## config.mk

```make
export PLATFORM = sky130hd
export DESIGN_NAME = block_table_heap_allocator
export DESIGN_NICKNAME = d
export VERILOG_FILES = /design/src/sv/bta_pkg.sv /design/src/sv/block_table_heap_allocator.sv /design/src/sv/bta_table_ram.sv /design/src/sv/bta_engine.sv
export SDC_FILE = /design/constraint.sdc
export NUM_CORES = 2
export LEC_CHECK = 0
export BUFFER_PORTS_ARGS = -buffer_cell sky130_fd_sc_hd__buf_2
export CAP_MARGIN = 0
export CELL_PAD_IN_SITES_DETAIL_PLACEMENT = 1
export CELL_PAD_IN_SITES_GLOBAL_PLACEMENT = 1
export CORE_MARGIN = 2
export CORE_UTILIZATION = 52
export CTS_BUF_LIST = sky130_fd_sc_hd__clkbuf_16
export CTS_CLUSTER_DIAMETER = 100
export DETAILED_ROUTE_END_ITERATION = 12
export GPL_ROUTABILITY_DRIVEN = 0
export PLACE_DENSITY_LB_ADDON = 0.1
export SYNTH_ARGS = -nofsm -noshare
export SYNTH_HDL_FRONTEND = slang
export SYNTH_SLANG_ARGS = --single-unit
```

## constraint.sdc

```tcl
create_clock -name clk -period 141.1 [get_ports clk]
set_input_delay 21.165 -clock clk [delete_from_list [all_inputs] [get_ports clk]]
set_output_delay 21.165 -clock clk [all_outputs]
set_load 0.01 [all_outputs]
```

## src/sv/bta_pkg.sv

```systemverilog
`timescale 1ns / 1ps

package bta_pkg;

  // table geometry
  localparam int NUM_BLOCKS  = 1024;
  localparam int BLOCK_BYTES = 4096;

  localparam int BLK_W   = $clog2(NUM_BLOCKS);       // block index
  localparam int CNT_W   = $clog2(NUM_BLOCKS + 1);   // block count incl. NUM_BLOCKS
  localparam int BYTE_SH = $clog2(BLOCK_BYTES);      // byte to block shift
  localparam int NEED_W  = 33 - BYTE_SH;             // rounded-up block count of a size

  localparam int ENTRY_W = 3;
  localparam int ADDR_W  = 32;
  localparam int SIZE_W  = 32;
  localparam int STAT_W  = 2;
  localparam int BCNT_W  = 11;
  localparam int CIDX_W  = 2;

  // entry flags
  localparam logic [ENTRY_W-1:0] FLAG_TAKEN = 3'h1;
  localparam logic [ENTRY_W-1:0] FLAG_FIRST = 3'h2;
  localparam logic [ENTRY_W-1:0] FLAG_NEXT  = 3'h4;
  localparam logic [7:0]         TYPE_MASK  = 8'h0f;

  // commands
  localparam logic CMD_ALLOC = 1'b0;
  localparam logic CMD_FREE  = 1'b1;

  // status codes
  localparam logic [STAT_W-1:0] ST_OK      = 2'd0;
  localparam logic [STAT_W-1:0] ST_NOSPACE = 2'd1;
  localparam logic [STAT_W-1:0] ST_ZERO    = 2'd2;
  localparam logic [STAT_W-1:0] ST_RANGE   = 2'd3;

  // configuration register indexes
  localparam logic [CIDX_W-1:0] REG_HEAP_BASE   = 2'd0;
  localparam logic [CIDX_W-1:0] REG_BLOCK_COUNT = 2'd1;

  typedef struct packed {
    logic              command;
    logic [SIZE_W-1:0] request_size;
    logic [ADDR_W-1:0] free_address;
  } item_t;

  typedef struct packed {
    logic [ADDR_W-1:0] result_address;
    logic [STAT_W-1:0] status;
  } res_t;

  typedef struct packed {
    logic               we;
    logic [BLK_W-1:0]   waddr;
    logic [ENTRY_W-1:0] wdata;
    logic               re;
    logic [BLK_W-1:0]   raddr;
  } ram_req_t;

endpackage

```

## src/sv/block_table_heap_allocator.sv

```systemverilog
`timescale 1ns / 1ps
// flow: alloc scans table entries for a free run, then marks its blocks, before the result
//   beat; free clears the entries along the chain, and a rejected request goes straight to
//   the result; the single table ram port pair is walked one entry a cycle
// throughput: one request at a time; a finished result waits in the output register
// reset: synchronous active-low; a clearing pass then writes NUM_BLOCKS (1024) entries,
//   one a cycle, with in_tready low; config writes are taken throughout

module block_table_heap_allocator (
  input  logic        clk,
  input  logic        rst_n,
  // request stream
  input  logic        in_tvalid,
  output logic        in_tready,
  input  logic [63:0] in_tdata,   // request_size [31:0], free_address [63:32]
  input  logic        in_tuser,   // command (0 alloc, 1 free)
  // result stream
  output logic        out_tvalid,
  input  logic        out_tready,
  output logic [39:0] out_tdata,  // result_address [31:0], status [33:32], zero pad
  // config writes
  input  logic        cfg_valid,
  output logic        cfg_ready,
  input  logic [bta_pkg::CIDX_W-1:0] cfg_addr,
  input  logic [31:0] cfg_data
);
  import bta_pkg::*;

  // config registers
  logic [ADDR_W-1:0] heap_base_r;
  logic [BCNT_W-1:0] block_count_r;
  logic [CNT_W-1:0]  lim;

  // engine hookup
  item_t              item;
  ram_req_t           ram_req;
  logic [ENTRY_W-1:0] ram_rd_data;
  logic               res_valid;
  logic               res_ready;
  res_t               res;

  // output register
  logic        out_valid_r;
  res_t        out_res_r;

  assign cfg_ready = 1'b1;

  always_ff @(posedge clk) begin
    if (!rst_n) begin
      heap_base_r   <= '0;
      block_count_r <= BCNT_W'(1024);
    end else if (cfg_valid && cfg_ready) begin
      if (cfg_addr == REG_HEAP_BASE) heap_base_r <= cfg_data;
      if (cfg_addr == REG_BLOCK_COUNT) block_count_r <= cfg_data[BCNT_W-1:0];
    end
  end

  // block count clamped to the table depth
  assign lim = (32'(block_count_r) > 32'(NUM_BLOCKS)) ? CNT_W'(NUM_BLOCKS)
                                                      : CNT_W'(block_count_r);

  assign item.command      = in_tuser;
  assign item.request_size = in_tdata[31:0];
  assign item.free_address = in_tdata[63:32];

  bta_table_ram u_ram (
    .clk     (clk),
    .req     (ram_req),
    .rd_data (ram_rd_data)
  );

  bta_engine u_engine (
    .clk         (clk),
    .rst_n       (rst_n),
    .item_valid  (in_tvalid),
    .item_ready  (in_tready),
    .item        (item),
    .heap_base   (heap_base_r),
    .lim         (lim),
    .ram_req     (ram_req),
    .ram_rd_data (ram_rd_data),
    .res_valid   (res_valid),
    .res_ready   (res_ready),
    .res         (res)
  );

  // result slot takes a new beat when empty or draining
  assign res_ready = !out_valid_r || out_tready;

  always_ff @(posedge clk) begin
    if (!rst_n) begin
      out_valid_r <= 1'b0;
    end else if (res_ready) begin
      out_valid_r <= res_valid;
    end
  end

  always_ff @(posedge clk) begin
    if (res_valid && res_ready) out_res_r <= res;
  end

  assign out_tvalid = out_valid_r;
  assign out_tdata  = {6'b0, out_res_r.status, out_res_r.result_address};

  // the engine works one request at a time
  a_one_at_a_time: assert property (@(posedge clk) disable iff (!rst_n)
    (in_tvalid && in_tready) |=> !in_tready)
    else $error("request accepted while engine busy");

  // the chain walk never reads the entry it is writing in the same cycle
  a_no_rw_collision: assert property (@(posedge clk) disable iff (!rst_n)
    (ram_req.we && ram_req.re) |-> (ram_req.waddr != ram_req.raddr))
    else $error("table read and write hit the same entry");

  // only a good allocation carries an address
  a_err_no_addr: assert property (@(posedge clk) disable iff (!rst_n)
    (out_tvalid && (out_res_r.status != ST_OK)) |-> (out_res_r.result_address == '0))
    else $error("error result with nonzero address");

endmodule

```

## src/sv/bta_table_ram.sv

```systemverilog
`timescale 1ns / 1ps

module bta_table_ram (
  input  logic                      clk,
  input  bta_pkg::ram_req_t         req,
  output logic [bta_pkg::ENTRY_W-1:0] rd_data
);
  import bta_pkg::*;

  logic [ENTRY_W-1:0] mem [NUM_BLOCKS];

  always_ff @(posedge clk) begin
    if (req.we) begin
      mem[req.waddr] <= req.wdata;
    end
    if (req.re) begin
      rd_data <= mem[req.raddr];
    end
  end

endmodule

```

## src/sv/bta_engine.sv

```systemverilog
`timescale 1ns / 1ps

module bta_engine (
  input  logic                          clk,
  input  logic                          rst_n,
  input  logic                          item_valid,
  output logic                          item_ready,
  input  bta_pkg::item_t                item,
  input  logic [bta_pkg::ADDR_W-1:0]    heap_base,
  input  logic [bta_pkg::CNT_W-1:0]     lim,
  output bta_pkg::ram_req_t             ram_req,
  input  logic [bta_pkg::ENTRY_W-1:0]   ram_rd_data,
  output logic                          res_valid,
  input  logic                          res_ready,
  output bta_pkg::res_t                 res
);
  import bta_pkg::*;

  localparam logic [2:0] S_CLEAR = 3'd0;
  localparam logic [2:0] S_IDLE  = 3'd1;
  localparam logic [2:0] S_SCAN  = 3'd2;
  localparam logic [2:0] S_MARK  = 3'd3;
  localparam logic [2:0] S_FREE  = 3'd4;
  localparam logic [2:0] S_RESP  = 3'd5;

  localparam logic [BLK_W-1:0] LAST_BLK = BLK_W'(NUM_BLOCKS - 1);

  logic [2:0]       state_r, state_nxt;
  logic [BLK_W-1:0] chk_r, chk_nxt;
  logic [BLK_W-1:0] start_r, start_nxt;
  logic [CNT_W-1:0] run_r, run_nxt;
  logic [CNT_W-1:0] need_r, need_nxt;
  res_t             res_r, res_nxt;

  logic [NEED_W-1:0] need_w;
  logic              need_big;
  logic [ADDR_W-1:0] off_w;
  logic [ADDR_W-1:0] blk_w;
  logic              out_of_range;
  logic [CNT_W-1:0]  run_inc;
  logic [CNT_W-1:0]  chk_inc;
  logic              at_end;
  logic [BLK_W-1:0]  start_sel;
  logic [ENTRY_W-1:0] mark_entry;

  // request decode at the accept beat
  assign need_w   = NEED_W'(item.request_size >> BYTE_SH)
                  + NEED_W'(|item.request_size[BYTE_SH-1:0]);
  assign need_big = 33'(need_w) > 33'(lim);
  assign off_w    = item.free_address - heap_base;
  assign blk_w    = off_w >> BYTE_SH;
  assign out_of_range = (item.free_address < heap_base) || (blk_w >= ADDR_W'(lim));

  assign run_inc   = run_r + CNT_W'(1);
  assign chk_inc   = CNT_W'(chk_r) + CNT_W'(1);
  assign at_end    = chk_inc >= lim;
  assign start_sel = (run_r == '0) ? chk_r : start_r;

  always_comb begin
    mark_entry = FLAG_TAKEN;
    if (run_r == '0) mark_entry = mark_entry | FLAG_FIRST;
    if (run_inc < need_r) mark_entry = mark_entry | FLAG_NEXT;
  end

  assign item_ready = (state_r == S_IDLE);
  assign res_valid  = (state_r == S_RESP);
  assign res        = res_r;

  always_comb begin
    state_nxt = state_r;
    chk_nxt   = chk_r;
    start_nxt = start_r;
    run_nxt   = run_r;
    need_nxt  = need_r;
    res_nxt   = res_r;
    ram_req   = '0;
    unique case (state_r)
      S_CLEAR: begin
        ram_req.we    = 1'b1;
        ram_req.waddr = chk_r;
        ram_req.wdata = '0;
        if (chk_r == LAST_BLK) begin
          state_nxt = S_IDLE;
          chk_nxt   = '0;
        end else begin
          chk_nxt = chk_r + BLK_W'(1);
        end
      end
      S_IDLE: begin
        if (item_valid) begin
          res_nxt.result_address = '0;
          res_nxt.status         = ST_OK;
          if (item.command == CMD_ALLOC) begin
            if (item.request_size == '0) begin
              res_nxt.status = ST_ZERO;
              state_nxt      = S_RESP;
            end else if (need_big) begin
              res_nxt.status = ST_NOSPACE;
              state_nxt      = S_RESP;
            end else begin
              need_nxt      = CNT_W'(need_w);
              run_nxt       = '0;
              chk_nxt       = '0;
              ram_req.re    = 1'b1;
              ram_req.raddr = '0;
              state_nxt     = S_SCAN;
            end
          end else begin
            if (out_of_range) begin
              res_nxt.status = ST_RANGE;
              state_nxt      = S_RESP;
            end else begin
              chk_nxt       = BLK_W'(blk_w);
              ram_req.re    = 1'b1;
              ram_req.raddr = BLK_W'(blk_w);
              state_nxt     = S_FREE;
            end
          end
        end
      end
      S_SCAN: begin
        // ram_rd_data holds the entry of block chk_r
        if ((8'(ram_rd_data) & TYPE_MASK & 8'(FLAG_TAKEN)) == 8'h00) begin
          start_nxt = start_sel;
          run_nxt   = run_inc;
          if (run_inc == need_r) begin
            run_nxt   = '0;
            state_nxt = S_MARK;
          end
        end else begin
          run_nxt = '0;
        end
        if (state_nxt == S_SCAN) begin
          if (at_end) begin
            res_nxt.status = ST_NOSPACE;
            state_nxt      = S_RESP;
          end else begin
            ram_req.re    = 1'b1;
            ram_req.raddr = BLK_W'(chk_inc);
            chk_nxt       = BLK_W'(chk_inc);
          end
        end
      end
      S_MARK: begin
        ram_req.we    = 1'b1;
        ram_req.waddr = start_r + BLK_W'(run_r);
        ram_req.wdata = mark_entry;
        run_nxt       = run_inc;
        if (run_inc == need_r) begin
          res_nxt.result_address = heap_base + (ADDR_W'(start_r) << BYTE_SH);
          res_nxt.status         = ST_OK;
          state_nxt              = S_RESP;
        end
      end
      S_FREE: begin
        ram_req.we    = 1'b1;
        ram_req.waddr = chk_r;
        ram_req.wdata = '0;
        if (((ram_rd_data & FLAG_NEXT) != '0) && !at_end) begin
          ram_req.re    = 1'b1;
          ram_req.raddr = BLK_W'(chk_inc);
          chk_nxt       = BLK_W'(chk_inc);
        end else begin
          state_nxt = S_RESP;
        end
      end
      S_RESP: begin
        if (res_ready) state_nxt = S_IDLE;
      end
      default: begin
        state_nxt = S_IDLE;
      end
    endcase
  end

  always_ff @(posedge clk) begin
    if (!rst_n) begin
      state_r <= S_CLEAR;
      chk_r   <= '0;
    end else begin
      state_r <= state_nxt;
      chk_r   <= chk_nxt;
    end
  end

  always_ff @(posedge clk) begin
    start_r <= start_nxt;
    run_r   <= run_nxt;
    need_r  <= need_nxt;
    res_r   <= res_nxt;
  end

endmodule

```

# Word level (Yosys, flattened, before mapping)
# Memories as Yosys holds them, arrays and structs flattened. A register that Yosys moved wholly into a read port is not among the register bits.
# Cells that the tools add are included.
[word_totals]
reg_bits = 157
mem_bits_rw = 3072
in_bits = 104
output_inout_bits = 43
word_cells = 135
n_memories = 1
[mem_list]
columns = ["memory", "depth", "width", "rd", "rd_ports_with_merged_regs", "write_ports", "line", "rtl"]
rows = [
  ["u_ram.mem", 1024, 3, 1, 1, 1, "bta_table_ram.sv:10", "logic [ENTRY_W-1:0] mem [NUM_BLOCKS];"],
]
[op_classes]
n_addsub = 7
n_lt_le_gt_ge = 6
n_eq_ne = 24
n_mux = 57
bitwise_logic = 3
n_reduce_logical = 25
[ops]
columns = ["op", "n"]
rows = [
  ["$mux 11", 15],
  ["$mux 10", 9],
  ["$mux 34", 2],
  ["$pmux 11 s3", 2],
  ["$pmux 32 s2", 1],
  ["$mux 3", 14],
  ["$pmux 10 s4", 1],
  ["$add 32x22->32", 1],
  ["$logic_not 32->1", 1],
  ["$lt 32x32->1", 1],
  ["$sub 32x32->32", 1],
  ["$pmux 14 s2", 1],
  ["$add 20x1->21", 1],
  ["$gt 21x11->1", 1],
  ["$ge 20x11->1", 1],
  ["$reduce_and 5->1", 4],
  ["$pmux 3 s6", 1],
  ["$mux 2", 6],
  ["$ne 2x1->1 const B", 6],
  ["$ne 2x2->1 const B", 6],
  ["$reduce_or 12->1", 1],
  ["$add 10x1->11 const B", 1],
  ["$add 11x1->11 const B", 1],
  ["$eq 11x11->1", 1],
  ["other kinds (28)", 43],
]

# Depth between registers and ports, before layout
[logic_depth]
depth_word = 8
mapped_depth = 31
depth_no_buf = 26

# Modules after synthesis
# Synthesis repeated with hierarchy kept, for this count alone.
[hier_totals]
hier_cells = 7699
area_unflattened_um2 = 134401.4
[modules_own_cells]
columns = ["module", "n_inst", "cells_per_inst", "area_each_um2", "seq_area_each_um2"]
rows = [
  ["bta_table_ram", 1, 6544, 123732.4, 92338.6],
  ["bta_engine", 1, 918, 7754.9, 2242.2],
  ["block_table_heap_allocator", 1, 237, 2914.0, 1901.8],
]

# Least setup slack after synthesis
# OpenSTA, ideal clock, no wires.
[synth_path]
path_kind = "reg-to-reg"
start = "register u_engine.run_r[0]"
end = "memory u_ram.mem[0][2] (data pin)"
setup_ps = 17249
arrival_ps = 88725
slack_ps = 35126
stages_incl_launch_ff = 12
path_buffers = 0
path_cell_list = "edfxtp_1 -> inv_1 -> ha_1 -> ha_1 -> nor2b_1 -> o21ai_0 -> nand2b_1 -> a21oi_1 -> o21ai_0 -> a21oi_1 -> nor2_1 -> a2111oi_0"
[synth_rtl]
columns = ["element", "line", "rtl"]
rows = [
  ["start, declared", "bta_engine.sv:31", "logic [CNT_W-1:0] run_r, run_nxt;"],
  ["start signal, assigned", "bta_engine.sv:188", "run_r <= run_nxt;"],
  ["end, declared", "bta_table_ram.sv:10", ""],
]

# Worst setup path in the final report
[layout_path]
start = "input in_tdata[34]"
end = "register u_ram.rd_data[2] (netlist name), read port of u_ram.mem (data pin)"
[layout_via]
elab_chain_len = 7
[layout_rtl]
columns = ["element", "line", "rtl"]
rows = [
  ["start, declared", "block_table_heap_allocator.sv:15", "input logic [63:0] in_tdata,"],
  ["$sub 32x32->32", "bta_engine.sv:50", "assign off_w = item.free_address - heap_base;"],
  ["$ge 20x11->1", "bta_engine.sv:52", "assign out_of_range = (item.free_address < heap_base) || (blk_w >= ADDR_W'(lim));"],
  ["$logic_or 1x1->1", "bta_engine.sv:52", ""],
  ["$mux 11 *", "bta_engine.sv:109", "if (out_of_range) begin"],
  ["$mux 11 *", "bta_engine.sv:93", "if (item.command == CMD_ALLOC) begin"],
  ["$mux 11 *", "bta_engine.sv:90", "if (item_valid) begin"],
  ["$pmux 11 s3 *", "bta_engine.sv:77", "unique case (state_r)"],
  ["end, declared", "bta_table_ram.sv:6", "output logic [bta_pkg::ENTRY_W-1:0] rd_data"],
]
# Every way passes the cells marked *; elsewhere a longest branch is shown, timed or not.
# A chain may end at the register's enable or synchronous reset.

==> results.toml <==
[floorplanning]
dieArea_mm2 = 0.186
start_util_pct = 52.5
die_h_um = 432
ios = 147
num_rows = 156
die_x_um = 432
core_region_area_mm2 = 0.181

[yosys]
syn_inst = 7915
synth_seq_cells = 2207
synth_top_family_by_area = "simple AND/OR/NAND/NOR gates"
synth_xor_area_share_pct = 0.597
synth.area.mux_share_pct = 3.00
ys_seq_area_share_pct = 69.1
yosys_warnings = 0
synthAdderAreaFrac_pct = 1.34
syn_area_mm2 = 0.0951
synth_edf_count = 2150
async_flop_share_pct = 0
synth_compound_gate_area_share_pct = 8.61
yosysMostFrequentCell = "edfxtp_1"
synthFlopType = "edfxtp_1"
synth.top_cell.area_share_pct = 67.9
yosysTopAreaCell = "edfxtp_1"
synthSimpleGateAreaFrac_pct = 14.3
syn_area_per_cell_um2 = 12.0
netlist_top_cells_count = "edfxtp_1 (2,150), nand2_1 (1,479), nor2_1 (1,174)"
synth.area.top_cells = "edfxtp_1 (68%), nand2_1 (5.8%), nor2_1 (4.6%)"
synth_cell_type_count = 89

[final_layout]
drive_above_1_share_pct = 9.24
ff_latch_area_mm2 = 0.0657
multi_input_area_mm2 = 0.0269
nNetsFinal = 8093
syn2layout_area_growth_pct = 10.6
num-fill-cells = 18200
final_util_pct = 58.0

[routing]
wl_met2_mm = 158
drc_errors = 0
top_layer = "met5"
wl_met1_mm = 131
wl_mm = 342
ant_nets = 0
drt-vias-per-instance = 6.58
dr.pass1.iters = 6
drtIter0Drc = 10200
wl_met3_mm = 35.3
wire_per_inst_um = 32.7
vias = 68800

[clocking]
htree_levels = 4
cts-resized-gates = 0
cts_buffer_depth = 3
clockRootBuffer = "clkbuf_16"
clk_latency_ns = 0.91
clock-sinks = 2207
post_cts_buffers = 0
clkTransAtPathRegs_ns = 0.07
cts_tree = "built"
ctsHoldBuffers = 0
cts_buffers = 224

[critical_path]
cp_max_fo = 133
worstPathArrival_ns = 31.11
cpMostUsedCell = "buf_4"
endpoint_kind = "flop"
cp-start-kind = "input port"
critical_path_required_ns = 141.73
cp_slowest_cell = "buf_4"
cp_top_family = "buffers and inverters"
crit_path_max_incr_delay_ns = 0.75
path_class = "in2reg"
crit_buf_inv = 8

[placed_design]
dp_hpwl_mm = 194
port_buffers = 139

[global_routing]
grt_pass1_vias = 69400
grt_max_degree = 232
grtUsageTotal_pct = 36.2
antenna_found_initial = 22
grt_pass1_wl_mm = 487
grt_overflow = 0

[sta]
finalHoldViolCount = 0
setup_viol = 0
max-slew-margin-rel_pct = 8.56
worst_pin_slew_ns = 1.37
holdWs_ns = 0.416
fin_skew_ns = 0.0347
setup_tns_ns = 0
grt_setup_unrepaired = "false"
maxSlewViolCount = 0
finalCritPeriodShare_pct = 21.6
max_freq_mhz = 32.8
fin_crit_ns = 30.48

[power_and_ir_drop]
powerDensity_mw_per_mm2 = 12.5
peakVddDrop_mv = 0.0131
p_leak_nw = 36.7

[job]
drv_cap = 0

[outcome]
run_status = "finished, final reports clean"

[min_path]
hold_class = "reg2reg"
[cells by family (layout without fill, tap and decap cells)]
logic type,Yosys count,count (layout)
mux,284,284
simple gates,3275,3275
fa+ha+maj,101,101
flops,2207,2207
xor+xnor,64,64
compound gates,1312,1312
buf+inv,670,834
other cells,2,16
[worst paths after layout]
check	slack (ns)	cells after the start	startpoint	end
worst min register to register	0.42	0	u_engine.res[23]	out_tdata[21]
worst min-delay path	0.42	0	u_engine.res[23]	out_tdata[21]
worst max register to register	130.62	31	heap_base_r[2]	u_ram.rd_data[2]
worst max-delay path	110.62	31	in_tdata[34]	u_ram.rd_data[2]
[where the power goes]
group	switching (mW)	internal, mW	leakage, nW
logic	0.0168	0.00700	12.6
clock network	0.258	0.320	3.65
registers	0.000578	0.709	20.5
[stage by stage]
step | std cells | cell area [um2] | power, mW | setup slack (ns)
6_report | 10500 | 105000 | 1.31 | 110.62
3_3_place_gp | 10000 | 98100 | 0.746 | 109.94
3_5_place_dp | 10000 | 98100 | 0.746 | 109.89
2_1_floorplan | 7920 | 95100 | 0.736 | 35.13
5_1_grt | 10500 | 105000 | 1.34 | 110.10
4_1_cts | 10500 | 105000 | 1.31 | 110.74
[per-layer routing]
| layer | vias to the layer above | global-route usage, % |
|---|---|---|
| met4 | 14 | 16.7 |
| li1 | 28700 | - |
| met5 | - | 0 |
| met2 | 3937 | 57.1 |
| met1 | 35300 | 49.0 |
| met3 | 842 | 6.91 |
[layout make-up]
| class | count | share of cell area, % |
|---|---|---|
| Inverter | 82 | 0.300 |
| Antenna cell | 9 | 0.0214 |
| Tap cell | 2370 | 2.82 |
| Clock inverter | 193 | 1.23 |
| Clock buffer | 229 | 5.45 |
| Multi-Input combinational cell | 5043 | 25.6 |
| Sequential cell | 2207 | 62.5 |
| Timing Repair Buffer | 330 | 2.14 |
[worst reg2reg max path, delay by kind of cell (launching register included)]
kind / cells / cell delay [ns]
DFF: 1 / 0.33
buffers and inverters: 8 / 4.16
AOI/OAI and AO/OA: 10 / 2.40
muxes: 1 / 0.30
adders and majority gates: 2 / 0.58
xor gates and xnor gates: 1 / 0.32
and+or+nand+nor: 9 / 2.12
[placed cells by master, fill, tap and decap left out, types with 14 or more instances in the layout]
master,count
a211oi_1,99
buf_2,139
o211ai_1,14
a32oi_1,39
a22oi_1,58
mux2i_1,272
nand3_1,228
edfxtp_1,2150
a31oi_1,78
nand2_1,1443
nor2b_1,26
dfxtp_1,57
nor4_1,88
buf_4,181
clkinv_1,74
clkbuf_16,229
a22o_1,22
a2111oi_0,16
nand2_2,35
inv_1,132
or4_1,19
o22ai_1,120
and3_1,77
bufinv_16,15
ha_1,99
a21oi_1,576
a21o_1,23
xor2_1,19
o21ai_0,100
nor2_1,1159
nand4_1,48
nor2_2,14
nand2b_1,18
nor3_1,56
clkinv_2,36
o21a_1,22
xnor2_1,44
[registers in the layout, summed over array words and instances, names as in the netlist]
register          cells
u_engine.need_r      11
u_engine.res         34
u_ram.rd_data         2
heap_base_r          32
u_ram.mem          2048
u_engine.start_r     10
block_count_r        11
u_engine.chk_r       10
u_engine.state_r      3
u_engine.run_r       11
out_tdata            34
out_tvalid            1
(Power assumes the default switching activity.)
